`config.mk`:
```
export PLATFORM = sky130hd
export DESIGN_NAME = lru_page_replacement
export DESIGN_NICKNAME = d
export VERILOG_FILES = /design/src/hw/rtl/lrupr_pkg.sv /design/src/hw/rtl/lrupr_lookup.sv /design/src/hw/rtl/lrupr_frames.sv /design/src/hw/rtl/lru_page_replacement.sv
export SDC_FILE = /design/constraint.sdc
export NUM_CORES = 1
export LEC_CHECK = 0
export BUFFER_PORTS_ARGS = -buffer_cell sky130_fd_sc_hd__buf_2
export CAP_MARGIN = 20
export CORE_UTILIZATION = 30
export CTS_CLUSTER_SIZE = 30
export DETAILED_ROUTE_END_ITERATION = 10
export GPL_ROUTABILITY_DRIVEN = 0
export MAX_ROUTING_LAYER = met4
export PLACE_DENSITY = 0.55
export SLEW_MARGIN = 40
export SYNTH_ARGS = -nofsm -noshare
export SYNTH_HDL_FRONTEND = slang
export SYNTH_HIERARCHICAL = 1
export SYNTH_SLANG_ARGS = --single-unit
```
`constraint.sdc`:
```
create_clock -name clk -period 16.8 [get_ports clk]
set_input_delay 0.84 -clock clk [delete_from_list [all_inputs] [get_ports clk]]
set_output_delay 0.84 -clock clk [all_outputs]
set_load 0.01 [all_outputs]
```
`src/hw/rtl/lrupr_pkg.sv`:
```
// ----------------------------------------------------------------------------
// lrupr_pkg
// Shared types and constants of the LRU page replacement block.
// ----------------------------------------------------------------------------
package lrupr_pkg;

  localparam int PAGE_W             = 8;
  localparam int CFG_W              = 4;
  localparam int FRAME_IDX_W        = 3;
  localparam int FAULT_W            = 32;
  localparam int MAX_FRAMES_DEFAULT = 8;

  localparam logic [CFG_W-1:0] FRAMES_RESET = CFG_W'(3);

  typedef struct packed {
    logic [PAGE_W-1:0] page;
    logic              last_reference;
  } lrupr_req_t;

  typedef struct packed {
    logic                   hit;
    logic [FRAME_IDX_W-1:0] frame_index;
    logic                   evicted_valid;
    logic [PAGE_W-1:0]      evicted_page;
    logic [FAULT_W-1:0]     fault_count;
  } lrupr_rsp_t;

  typedef struct packed {
    logic hit;
    logic found_empty;
    logic evicted;
  } lrupr_dec_t;

endpackage

```
`src/hw/rtl/lrupr_lookup.sv`:
```
// ----------------------------------------------------------------------------
// lrupr_lookup
// Parallel hit search, empty-frame search and LRU victim choice.
// ----------------------------------------------------------------------------
module lrupr_lookup #(
  parameter int MAX_FRAMES = lrupr_pkg::MAX_FRAMES_DEFAULT
) (
  input  logic [lrupr_pkg::PAGE_W-1:0]                  page,
  input  logic [MAX_FRAMES-1:0]                         active,
  input  logic [MAX_FRAMES-1:0][lrupr_pkg::PAGE_W-1:0]  page_r,
  input  logic [MAX_FRAMES-1:0]                         valid_r,
  input  logic [MAX_FRAMES-1:0][$clog2(MAX_FRAMES)-1:0] rank_r,
  output lrupr_pkg::lrupr_dec_t                         dec,
  output logic [$clog2(MAX_FRAMES)-1:0]                 slot,
  output logic [lrupr_pkg::PAGE_W-1:0]                  ev_page
);
  import lrupr_pkg::*;

  localparam int FIDX_W = $clog2(MAX_FRAMES);

  logic [MAX_FRAMES-1:0] match;
  logic [MAX_FRAMES-1:0] empty;
  logic [MAX_FRAMES-1:0] victim;
  logic [FIDX_W-1:0]     hit_slot;
  logic [FIDX_W-1:0]     empty_slot;
  logic [FIDX_W-1:0]     victim_slot;

  function automatic logic [FIDX_W-1:0] lowest_index(input logic [MAX_FRAMES-1:0] m);
    logic [FIDX_W-1:0] idx;
    idx = '0;
    for (int i = MAX_FRAMES - 1; i >= 0; i--) begin
      if (m[i]) idx = FIDX_W'(i);
    end
    return idx;
  endfunction

  always_comb begin
    for (int i = 0; i < MAX_FRAMES; i++) begin
      match[i] = active[i] && valid_r[i] && (page_r[i] == page);
      empty[i] = active[i] && !valid_r[i];
      victim[i] = active[i];
      for (int j = 0; j < MAX_FRAMES; j++) begin
        if (active[j]) begin
          if (j < i && rank_r[j] >= rank_r[i]) victim[i] = 1'b0;
          if (j > i && rank_r[j] > rank_r[i]) victim[i] = 1'b0;
        end
      end
    end
  end

  assign hit_slot    = lowest_index(match);
  assign empty_slot  = lowest_index(empty);
  assign victim_slot = lowest_index(victim);

  always_comb begin
    dec.hit         = |match;
    dec.found_empty = |empty;
    dec.evicted     = !dec.hit && !dec.found_empty;
    if (dec.hit) begin
      slot = hit_slot;
    end else if (dec.found_empty) begin
      slot = empty_slot;
    end else begin
      slot = victim_slot;
    end
    ev_page = dec.evicted ? page_r[slot] : '0;
  end

endmodule

```
`src/hw/rtl/lrupr_frames.sv`:
```
// ----------------------------------------------------------------------------
// lrupr_frames
// Frame contents, recency ranks and saturating fault counter.
// ----------------------------------------------------------------------------
module lrupr_frames #(
  parameter int MAX_FRAMES = lrupr_pkg::MAX_FRAMES_DEFAULT
) (
  input  logic                                          clk,
  input  logic                                          rst_n,
  input  logic                                          apply,
  input  logic                                          last,
  input  logic [lrupr_pkg::PAGE_W-1:0]                  page,
  input  logic [$clog2(MAX_FRAMES)-1:0]                 slot,
  input  lrupr_pkg::lrupr_dec_t                         dec,
  output logic [MAX_FRAMES-1:0][lrupr_pkg::PAGE_W-1:0]  page_r,
  output logic [MAX_FRAMES-1:0]                         valid_r,
  output logic [MAX_FRAMES-1:0][$clog2(MAX_FRAMES)-1:0] rank_r,
  output logic [lrupr_pkg::FAULT_W-1:0]                 fault_count
);
  import lrupr_pkg::*;

  localparam int FIDX_W = $clog2(MAX_FRAMES);
  localparam int RANK_W = $clog2(MAX_FRAMES);
  localparam logic [RANK_W-1:0] RANK_MAX = RANK_W'(MAX_FRAMES - 1);

  logic [MAX_FRAMES-1:0][PAGE_W-1:0] page_nxt;
  logic [MAX_FRAMES-1:0]             valid_nxt;
  logic [MAX_FRAMES-1:0][RANK_W-1:0] rank_nxt;
  logic [FAULT_W-1:0]                fault_r;
  logic [FAULT_W-1:0]                fault_nxt;
  logic [RANK_W:0]                   old_rank;

  always_comb begin
    page_nxt  = page_r;
    valid_nxt = valid_r;
    rank_nxt  = rank_r;
    fault_nxt = fault_r;
    old_rank  = (dec.hit || dec.evicted) ? {1'b0, rank_r[slot]} : (RANK_W + 1)'(MAX_FRAMES);
    for (int i = 0; i < MAX_FRAMES; i++) begin
      if (FIDX_W'(i) != slot && valid_r[i] && {1'b0, rank_r[i]} < old_rank &&
          rank_r[i] < RANK_MAX) begin
        rank_nxt[i] = rank_r[i] + 1'b1;
      end
    end
    rank_nxt[slot] = '0;
    if (!dec.hit) begin
      page_nxt[slot]  = page;
      valid_nxt[slot] = 1'b1;
      if (fault_r != '1) fault_nxt = fault_r + 1'b1;
    end
  end

  assign fault_count = fault_nxt;

  always_ff @(posedge clk) begin
    if (!rst_n) begin
      valid_r <= '0;
      rank_r  <= '0;
      fault_r <= '0;
    end else if (apply) begin
      if (last) begin
        valid_r <= '0;
        rank_r  <= '0;
        fault_r <= '0;
      end else begin
        valid_r <= valid_nxt;
        rank_r  <= rank_nxt;
        fault_r <= fault_nxt;
      end
    end
  end

  always_ff @(posedge clk) begin
    if (apply) page_r <= page_nxt;
  end

endmodule

```
`src/hw/rtl/lru_page_replacement.sv`:
```
// ----------------------------------------------------------------------------
// lru_page_replacement
// Fully associative LRU page replacement: one reference per cycle, bar stalls.
// ----------------------------------------------------------------------------
// Usage:
//   in_valid/in_ready/in_data carry one page reference per request.
//   out_valid/out_ready/out_data carry the result: hit, frame used, evicted
//   page and the running saturating fault count.
//   cfg_we/cfg_wdata set the number of active frames; write only when idle.
// Path: an accepted request passes the input register, then lookup and frame
//   update into the result register, which drives out_valid.
// Throughput: one request per cycle while out_ready is high; the lookup is
//   combinational, comparing all frames and picking the victim in parallel.
// Reset: all frames empty, fault count zero, three active frames.
// Stall: while out_ready is low the result holds, the input register holds
//   one more request, and in_ready drops once both are full.
// A request marked last_reference empties all frames after its result.
// ----------------------------------------------------------------------------
module lru_page_replacement #(
  parameter int MAX_FRAMES = lrupr_pkg::MAX_FRAMES_DEFAULT
) (
  input  logic                       clk,
  input  logic                       rst_n,
  input  logic                       in_valid,
  output logic                       in_ready,
  input  lrupr_pkg::lrupr_req_t      in_data,
  output logic                       out_valid,
  input  logic                       out_ready,
  output lrupr_pkg::lrupr_rsp_t      out_data,
  input  logic                       cfg_we,
  input  logic [lrupr_pkg::CFG_W-1:0] cfg_wdata
);
  import lrupr_pkg::*;

  localparam int FIDX_W = $clog2(MAX_FRAMES);
  localparam int RANK_W = $clog2(MAX_FRAMES);
  localparam int N_W    = (CFG_W + 1 > $clog2(MAX_FRAMES + 1)) ? CFG_W + 1
                                                               : $clog2(MAX_FRAMES + 1);

  logic [CFG_W-1:0]                  frames_in_use_r;
  logic [N_W-1:0]                    cfg_ext;
  logic [N_W-1:0]                    n_active;
  logic [MAX_FRAMES-1:0]             active;

  logic                              s1_valid_r;
  lrupr_req_t                        s1_req_r;
  logic                              s1_adv;

  logic                              out_valid_r;
  lrupr_rsp_t                        out_data_r;
  lrupr_rsp_t                        rsp;

  logic [MAX_FRAMES-1:0][PAGE_W-1:0] page_r;
  logic [MAX_FRAMES-1:0]             valid_r;
  logic [MAX_FRAMES-1:0][RANK_W-1:0] rank_r;
  lrupr_dec_t                        dec;
  logic [FIDX_W-1:0]                 slot;
  logic [PAGE_W-1:0]                 ev_page;
  logic [FAULT_W-1:0]                fault_count;
  logic [FIDX_W+FRAME_IDX_W-1:0]     slot_ext;

  always_ff @(posedge clk) begin
    if (!rst_n) begin
      frames_in_use_r <= FRAMES_RESET;
    end else if (cfg_we) begin
      frames_in_use_r <= cfg_wdata;
    end
  end

  always_comb begin
    cfg_ext = N_W'(frames_in_use_r);
    if (cfg_ext == '0) begin
      n_active = N_W'(1);
    end else if (cfg_ext > N_W'(MAX_FRAMES)) begin
      n_active = N_W'(MAX_FRAMES);
    end else begin
      n_active = cfg_ext;
    end
    for (int i = 0; i < MAX_FRAMES; i++) begin
      active[i] = N_W'(i) < n_active;
    end
  end

  assign s1_adv   = s1_valid_r && (!out_valid_r || out_ready);
  assign in_ready = !s1_valid_r || s1_adv;

  always_ff @(posedge clk) begin
    if (!rst_n) begin
      s1_valid_r <= 1'b0;
    end else if (in_valid && in_ready) begin
      s1_valid_r <= 1'b1;
    end else if (s1_adv) begin
      s1_valid_r <= 1'b0;
    end
  end

  always_ff @(posedge clk) begin
    if (in_valid && in_ready) s1_req_r <= in_data;
  end

  lrupr_lookup #(
    .MAX_FRAMES (MAX_FRAMES)
  ) u_lookup (
    .page    (s1_req_r.page),
    .active  (active),
    .page_r  (page_r),
    .valid_r (valid_r),
    .rank_r  (rank_r),
    .dec     (dec),
    .slot    (slot),
    .ev_page (ev_page)
  );

  lrupr_frames #(
    .MAX_FRAMES (MAX_FRAMES)
  ) u_frames (
    .clk         (clk),
    .rst_n       (rst_n),
    .apply       (s1_adv),
    .last        (s1_req_r.last_reference),
    .page        (s1_req_r.page),
    .slot        (slot),
    .dec         (dec),
    .page_r      (page_r),
    .valid_r     (valid_r),
    .rank_r      (rank_r),
    .fault_count (fault_count)
  );

  assign slot_ext = (FIDX_W + FRAME_IDX_W)'(slot);

  always_comb begin
    rsp.hit           = dec.hit;
    rsp.frame_index   = slot_ext[FRAME_IDX_W-1:0];
    rsp.evicted_valid = dec.evicted;
    rsp.evicted_page  = ev_page;
    rsp.fault_count   = fault_count;
  end

  always_ff @(posedge clk) begin
    if (!rst_n) begin
      out_valid_r <= 1'b0;
    end else if (s1_adv) begin
      out_valid_r <= 1'b1;
    end else if (out_ready) begin
      out_valid_r <= 1'b0;
    end
  end

  always_ff @(posedge clk) begin
    if (s1_adv) out_data_r <= rsp;
  end

  assign out_valid = out_valid_r;
  assign out_data  = out_data_r;

  a_no_overwrite: assert property (@(posedge clk) disable iff (!rst_n)
    (in_valid && in_ready) |-> (!s1_valid_r || s1_adv))
    else $error("input register overwritten while holding a request");

  a_hit_has_fault: assert property (@(posedge clk) disable iff (!rst_n)
    (out_valid && out_data.hit) |-> (out_data.fault_count != '0))
    else $error("hit reported with zero faults in the string");

  a_evict_not_hit: assert property (@(posedge clk) disable iff (!rst_n)
    (out_valid && out_data.evicted_valid) |-> !out_data.hit)
    else $error("eviction reported on a hit");

  a_evict_page_zero: assert property (@(posedge clk) disable iff (!rst_n)
    (out_valid && !out_data.evicted_valid) |-> (out_data.evicted_page == '0))
    else $error("evicted page nonzero without eviction");

  a_result_slot_active: assert property (@(posedge clk) disable iff (!rst_n)
    s1_adv |-> active[slot])
    else $error("result uses an inactive frame");

endmodule
```
# After elaboration in Yosys (flattened, before gate mapping)
# Index checks and enable logic that the tools add are counted.
[word_totals]
ramBits = 0
elab_cells = 386
n_memories = 0
out_inout_bits = 47
latchBits = 0
inputBits = 18
reg_bits = 188
romBits = 0
[op_classes]
shifts = 0
n_lt_le_gt_ge = 83
addsub = 9
eq_ne = 17
bitwise_logic = 4
mul = 0
n_div = 0
reduce_logical = 75
n_mux = 170
[op_table]
columns = ["operator", "count"]
rows = [
  ["1-bit 2-to-1 mux", 117],
  ["3-bit 2-to-1 mux", 36],
  ["32-bit 2-to-1 mux", 3],
  ["3-bit greater-or-equal comparator", 28],
  ["3-bit greater-than comparator", 28],
  ["64-bit bitwise mux", 1],
  ["8-bit == test", 8],
  ["1-bit logical AND", 52],
  ["32-bit by 1-bit adder with 32-bit output (second input constant)", 1],
  ["3-bit by 4-bit less-than comparator with 1-bit output", 8],
  ["8-bit 2-to-1 mux", 4],
  ["32-bit inequality test (second input constant)", 1],
  ["3-bit by 1-bit adder with 3-bit output (second input constant)", 8],
  ["24-bit bitwise AND", 1],
  ["8-bit binary-select mux with 3-bit select", 1],
  ["8-bit demux with 3-bit select", 1],
  ["3-bit less-than comparator (second input constant)", 8],
  ["24-bit 2-to-1 mux", 1],
  ["24-bit NOT", 1],
  ["3-bit by 5-bit less-than comparator with 1-bit output (first input constant)", 4],
  ["8-bit OR reduction", 2],
  ["1-bit logical NOT", 12],
  ["4-bit 2-to-1 mux", 3],
  ["3-bit inequality test (first input constant)", 4],
  ["18 further kinds", 25],
]

# Longest topological paths before layout
[logic_depth]
ltp_word = 37
mapped_depth = 23
ltp_nobuf = 21

# By module
# Netlist, hierarchy kept.
[modules_own_cells]
columns = ["mod", "n_inst", "area_per_inst_um2", "cells_per_inst"]
rows = [
  ["lrupr_frames", 1, 6329.8, 606],
  ["lrupr_lookup", 1, 4319.1, 566],
  ["lru_page_replacement", 1, 1909.3, 85],
]

# Worst setup path after synthesis
# OpenSTA, ideal clock, no wires.
[synth_path]
path_kind = "register to register"
startpoint = "reg u_frames/rank_r[6] in the netlist's numbering"
endpoint = "reg u_frames/rank_r[11] in the netlist's numbering"
n_path_buf = 3
stages_incl_launch_ff = 22
period_less_slack_ns = 5.777
t_arrival_ns = 5.658
slack_ns = 11.023
setup_ns = 0.120
path_cell_list = "dfxtp_1 -> inv_1 -> ha_1 -> nand2b_1 -> a211o_1 -> o211ai_2 -> nand4_1 -> or4_4 -> a311oi_2 -> o31ai_4 -> buf_2 -> inv_1 -> clkbuf_1 -> clkbuf_1 -> mux4_2 -> mux2_2 -> nand2_1 -> ha_1 -> or2_2 -> a41oi_1 -> a21oi_1 -> a211o_1"
[synth_between]
elab_chain_len = 30
[synth_lines]
columns = ["element", "line", "text"]
rows = [
  ["start: declaration", "lrupr_frames.sv:17", "output logic [MAX_FRAMES-1:0][$clog2(MAX_FRAMES)-1:0] rank_r,"],
  ["start signal: assignment", "lrupr_frames.sv:67", "rank_r <= rank_nxt;"],
  ["3-bit greater-or-equal comparator", "lrupr_lookup.sv:44", "if (j < i && rank_r[j] >= rank_r[i]) victim[i] = 1'b0;"],
  ["1-bit 2-to-1 mux", "lrupr_lookup.sv:44", ""],
  ["1-bit 2-to-1 mux", "lrupr_lookup.sv:43", "if (active[j]) begin"],
  ["1-bit 2-to-1 mux", "lrupr_lookup.sv:44", ""],
  ["1-bit 2-to-1 mux", "lrupr_lookup.sv:43", ""],
  ["1-bit 2-to-1 mux", "lrupr_lookup.sv:44", ""],
  ["1-bit 2-to-1 mux", "lrupr_lookup.sv:43", ""],
  ["1-bit 2-to-1 mux", "lrupr_lookup.sv:44", ""],
  ["[... 13 more ...]", "-", ""],
  ["via slot[0]", "lru_page_replacement.sv:57", "logic [FIDX_W-1:0] slot;"],
  ["3-bit binary-select mux with 3-bit select", "lrupr_frames.sv:38", "old_rank = (dec.hit || dec.evicted) ? {1'b0, rank_r[slot]} : (RANK_W + 1)'(MAX_FRAMES);"],
  ["3-bit 2-to-1 mux (implied by the code)", "lrupr_frames.sv:38", ""],
  ["4-bit 2-to-1 mux", "lrupr_frames.sv:38", ""],
  ["3-bit by 4-bit less-than comparator with 1-bit output", "lrupr_frames.sv:40", "if (FIDX_W'(i) != slot && valid_r[i] && {1'b0, rank_r[i]} < old_rank &&"],
  ["1-bit logical AND (2 in series)", "lrupr_frames.sv:40", ""],
  ["3-bit 2-to-1 mux", "lrupr_frames.sv:40", ""],
  ["24-bit bitwise AND (no line) *", "-", ""],
  ["24-bit 2-to-1 mux *", "lrupr_frames.sv:61", "if (last) begin"],
]
# Mark *: on every way through the listed nets, which the timed path passes. The rest lies on a longest branch. The select of a mux whose other input is x is not followed.
# A chain may end at the register's enable or synchronous reset.

==> flow_metrics.py <==
metrics = {
    "outcome": {
        "status": "finished, violations left",
        "violations": "DRC",
    },
    "global_route": {
        "antenna_found_initial": 0,
        "overflow": 0,
        "grt_max_degree": 54,
        "grt_pass1_vias": 9537,
        "track_usage_pct": 17.2,
        "grt_pass1_wl_mm": 54.5,
    },
    "sta": {
        "rsz0062_at_grt": "no",
        "layout_setup_ws_ps": 10330,
        "holdWs_ps": 504,
        "fin_skew_ps": 8.29,
        "tns_ps": 0,
        "worstMarginPinSlew_ps": 856,
        "finalSetupViolCount": 0,
        "period_minus_slack_ps": 6470,
        "slew-limit-headroom_pct": 42.8,
        "finalCritPeriodShare_pct": 38.5,
        "final_max_slew_viol_count": 0,
        "finalHoldViolCount": 0,
        "clock.fmax_mhz": 154,
    },
    "logic_synthesis": {
        "yosysMostFrequentCell": "edfxtp_1",
        "synth_area_leaders": "edfxtp_1 (28%), dfxtp_1 (11%), ha_1 (11%)",
        "ys.flop_type": "edfxtp_1",
        "yosysTopAreaCell": "edfxtp_1",
        "synth_area_sq_um": 12600,
        "synth_top_area_share_pct": 28.2,
        "ys_async_sr_fraction_pct": 0,
        "postSynthAreaPerCell_sq_um": 9.99,
        "yosys_warnings": 6,
        "synth_cells": 1257,
        "synth_fp_nets": 1384,
        "ys_seq_area_share_pct": 39.4,
        "synth.distinct_cells": 87,
        "synth_edf_count": 118,
        "ys_seq_elements": 188,
        "synth_commonest_cells": "edfxtp_1 (118), ha_1 (109), nand2_1 (76)",
    },
    "clock_network": {
        "cts_tree": "built",
        "cts_resized": 0,
        "postCtsSetupBuffers": 0,
        "clk_path_buf_depth": 2,
        "htreeDepth": 4,
        "cts_buffers": 17,
        "clkLatencyLatePin_ps": 440,
        "cts.sinks": 188,
        "cts-root-buf": "clkbuf_16",
        "cts.reportedPaths.clkPinSlew_ps": 70,
        "postCtsHoldBufs": 0,
    },
    "pwr": {
        "leakage_nw": 5.14,
        "p_int_uw": 752,
        "pwr-share-comb_pct": 8.2,
        "vdd_drop_max_mv": 0.0706,
        "switching_share_pct": 24.6,
        "seqPwrFrac_pct": 51.3,
        "p_clk_share_pct": 40.5,
        "p_total_uw": 997,
        "power_density_nw_per_um2": 71.3,
        "switchingPower_uw": 246,
    },
    "final_layout": {
        "stdcell_area_sq_um": 14000,
        "final_core_util_pct": 34.1,
        "drive_gt1_share_pct": 12.9,
        "nets": 1421,
        "syn_to_final_growth_pct": 11.4,
        "stdcell_count": 1839,
        "n_antenna_cell": 0,
    },
    "floorplanning": {
        "die_area_sq_um": 42700,
        "core-area_sq_um": 41000,
        "ioPinCount": 65,
        "die_h_um": 207,
        "start_util_pct": 30.6,
        "core.rowCount": 74,
        "dieWidth_um": 207,
    },
    "critical_path": {
        "path_max_fanout": 23,
        "startpoint": "frames_in_use_r[3]",
        "startpoint_type": "flop",
        "critPathRequiredTime_ps": 17130,
        "regToRegEndpoint": "u_frames/rank_r[11]",
        "cp_data_arrival_time_ps": 6810,
        "critPathKind": "flop to flop",
        "r2r_cells": 17,
        "end_kind": "flop",
        "reg2reg_slack_ps": 10330,
        "r2r_start": "frames_in_use_r[3]",
    },
    "route": {
        "drt_iter0_markers": 618,
        "vias_per_cell": 5.42,
        "ant_nets": 0,
        "dr.pass1.iters": 8,
        "finalWirelength_mm": 35.3,
        "vias": 9969,
        "wl_per_cell_um": 19.2,
        "drc": 5,
    },
    "placed_design": {
        "place_hpwl_mm": 25.4,
        "dp.cells": 1807,
        "numPortBuffers": 64,
        "dpl_cell_area_sq_um": 13400,
        "dp_slack_ps": 10590,
    },
    "min_path": {
        "hold_start": "u_frames/fault_r[27]",
        "min_to": "u_frames/fault_r[27]",
        "min_path_cells": 1,
        "min_path_type": "flop to flop",
    },
    "run": {
        "cap_violations": 0,
    },
}
-- worst max-delay path by stage --
| stage | to | slack, ps | cells past startpoint |
|---|---|---|---|
| 6_report | u_frames/rank_r[11] | 10330 | 17 |
| 5_1_grt | u_frames/rank_r[11] | 9880 | 17 |
| 4_1_cts | u_frames/rank_r[11] | 10570 | 18 |
| 3_5_place_dp | u_frames/rank_r[11] | 10590 | 18 |
| 3_3_place_gp | u_frames/rank_r[11] | 9960 | 17 |
| 2_1_floorplan | u_frames/rank_r[11] | 11020 | 21 |
-- area by class of cell --
cell class / instances / area (sq um)
Multi-Input combinational cell: 966 / 7210
Tap cell: 532 / 666
Timing Repair Buffer: 77 / 425
Inverter: 44 / 165
Clock buffer: 19 / 443
Fill cell: 4148 / 27000
Sequential cell: 188 / 4940
Clock inverter: 13 / 140
-- power by group through the flow --
stage,sequential (mW),combinational [mW],clock (mW)
after floorplan,0.519,0.0548,0
after global placement,0.523,0.0793,0
after detailed placement,0.523,0.0812,0
after CTS,0.513,0.0813,0.415
after global routing,0.514,0.0895,0.434
final,0.512,0.0817,0.404
-- layer usage --
layer / wire length [um] / part of all wire, % / GRT usage [%]
met3: 1270 / 3.6 / 1.99
met5: 0 / 0 / -
met4: 754 / 2.1 / 5.49
met1: 16300 / 46 / 21.9
met2: 16900 / 48 / 28.3
-- cell families (layout without fill, tap and decap cells) --
family	Yosys count	after routing	share of synthesized area (%)
compound gates	323	323	18.4
mux	29	29	2.78
fa+ha+maj	109	109	10.9
xor+xnor	94	94	6.56
buf+inv	103	153	3.51
flops	188	188	39.4
simple gates	410	410	18.5
other cells	1	1	0.0299
-- flip-flops by register name (all words and copies together), names as in the netlist --
name / flops
frames_in_use_r: 4
out_data: 45
out_valid: 1
s1_req_r: 9
s1_valid_r: 1
u_frames/fault_r: 32
u_frames/page_r: 64
u_frames/rank_r: 24
u_frames/valid_r: 8
-- critical path, stage by stage, from the launching register on --
cell and delay (ps):
dfxtp_1 460, or2_4 390, a21o_1 370, and3_1 270, nand3_1 120, nand4_1 160, inv_1 100, nand2_1 440
o31ai_4 660, clkinv_1 740, mux4_2 720, mux2_2 270, nand2_1 300, ha_1 300, or2_2 270, a41oi_1 430
a21oi_1 130, a211o_1 230
-- layout by cell type (no fill, tap or decap), types with 6 or more instances in the layout --
cell type,count
nand3b_1,18
nand4_1,29
a21bo_2,8
nor3_1,18
mux2i_1,18
and4b_1,6
a32oi_1,7
a21boi_0,19
o21ai_0,72
o22ai_1,7
nor4_1,8
buf_4,11
and2_1,6
a31oi_1,17
ha_1,109
a211o_1,16
dfxtp_1,70
nand3_1,46
o31ai_1,13
xor2_1,45
edfxtp_1,118
a21oi_1,40
inv_1,42
xnor2_1,49
o2111ai_2,8
nand2b_1,32
a21o_1,10
nand2_1,76
clkbuf_16,17
mux2_2,7
a211oi_1,19
o211ai_1,28
and3_1,35
a22oi_1,7
o21a_1,13
nor2b_1,40
nor2_1,50
buf_2,64
Note: power is estimated with default switching activity, not from simulation.
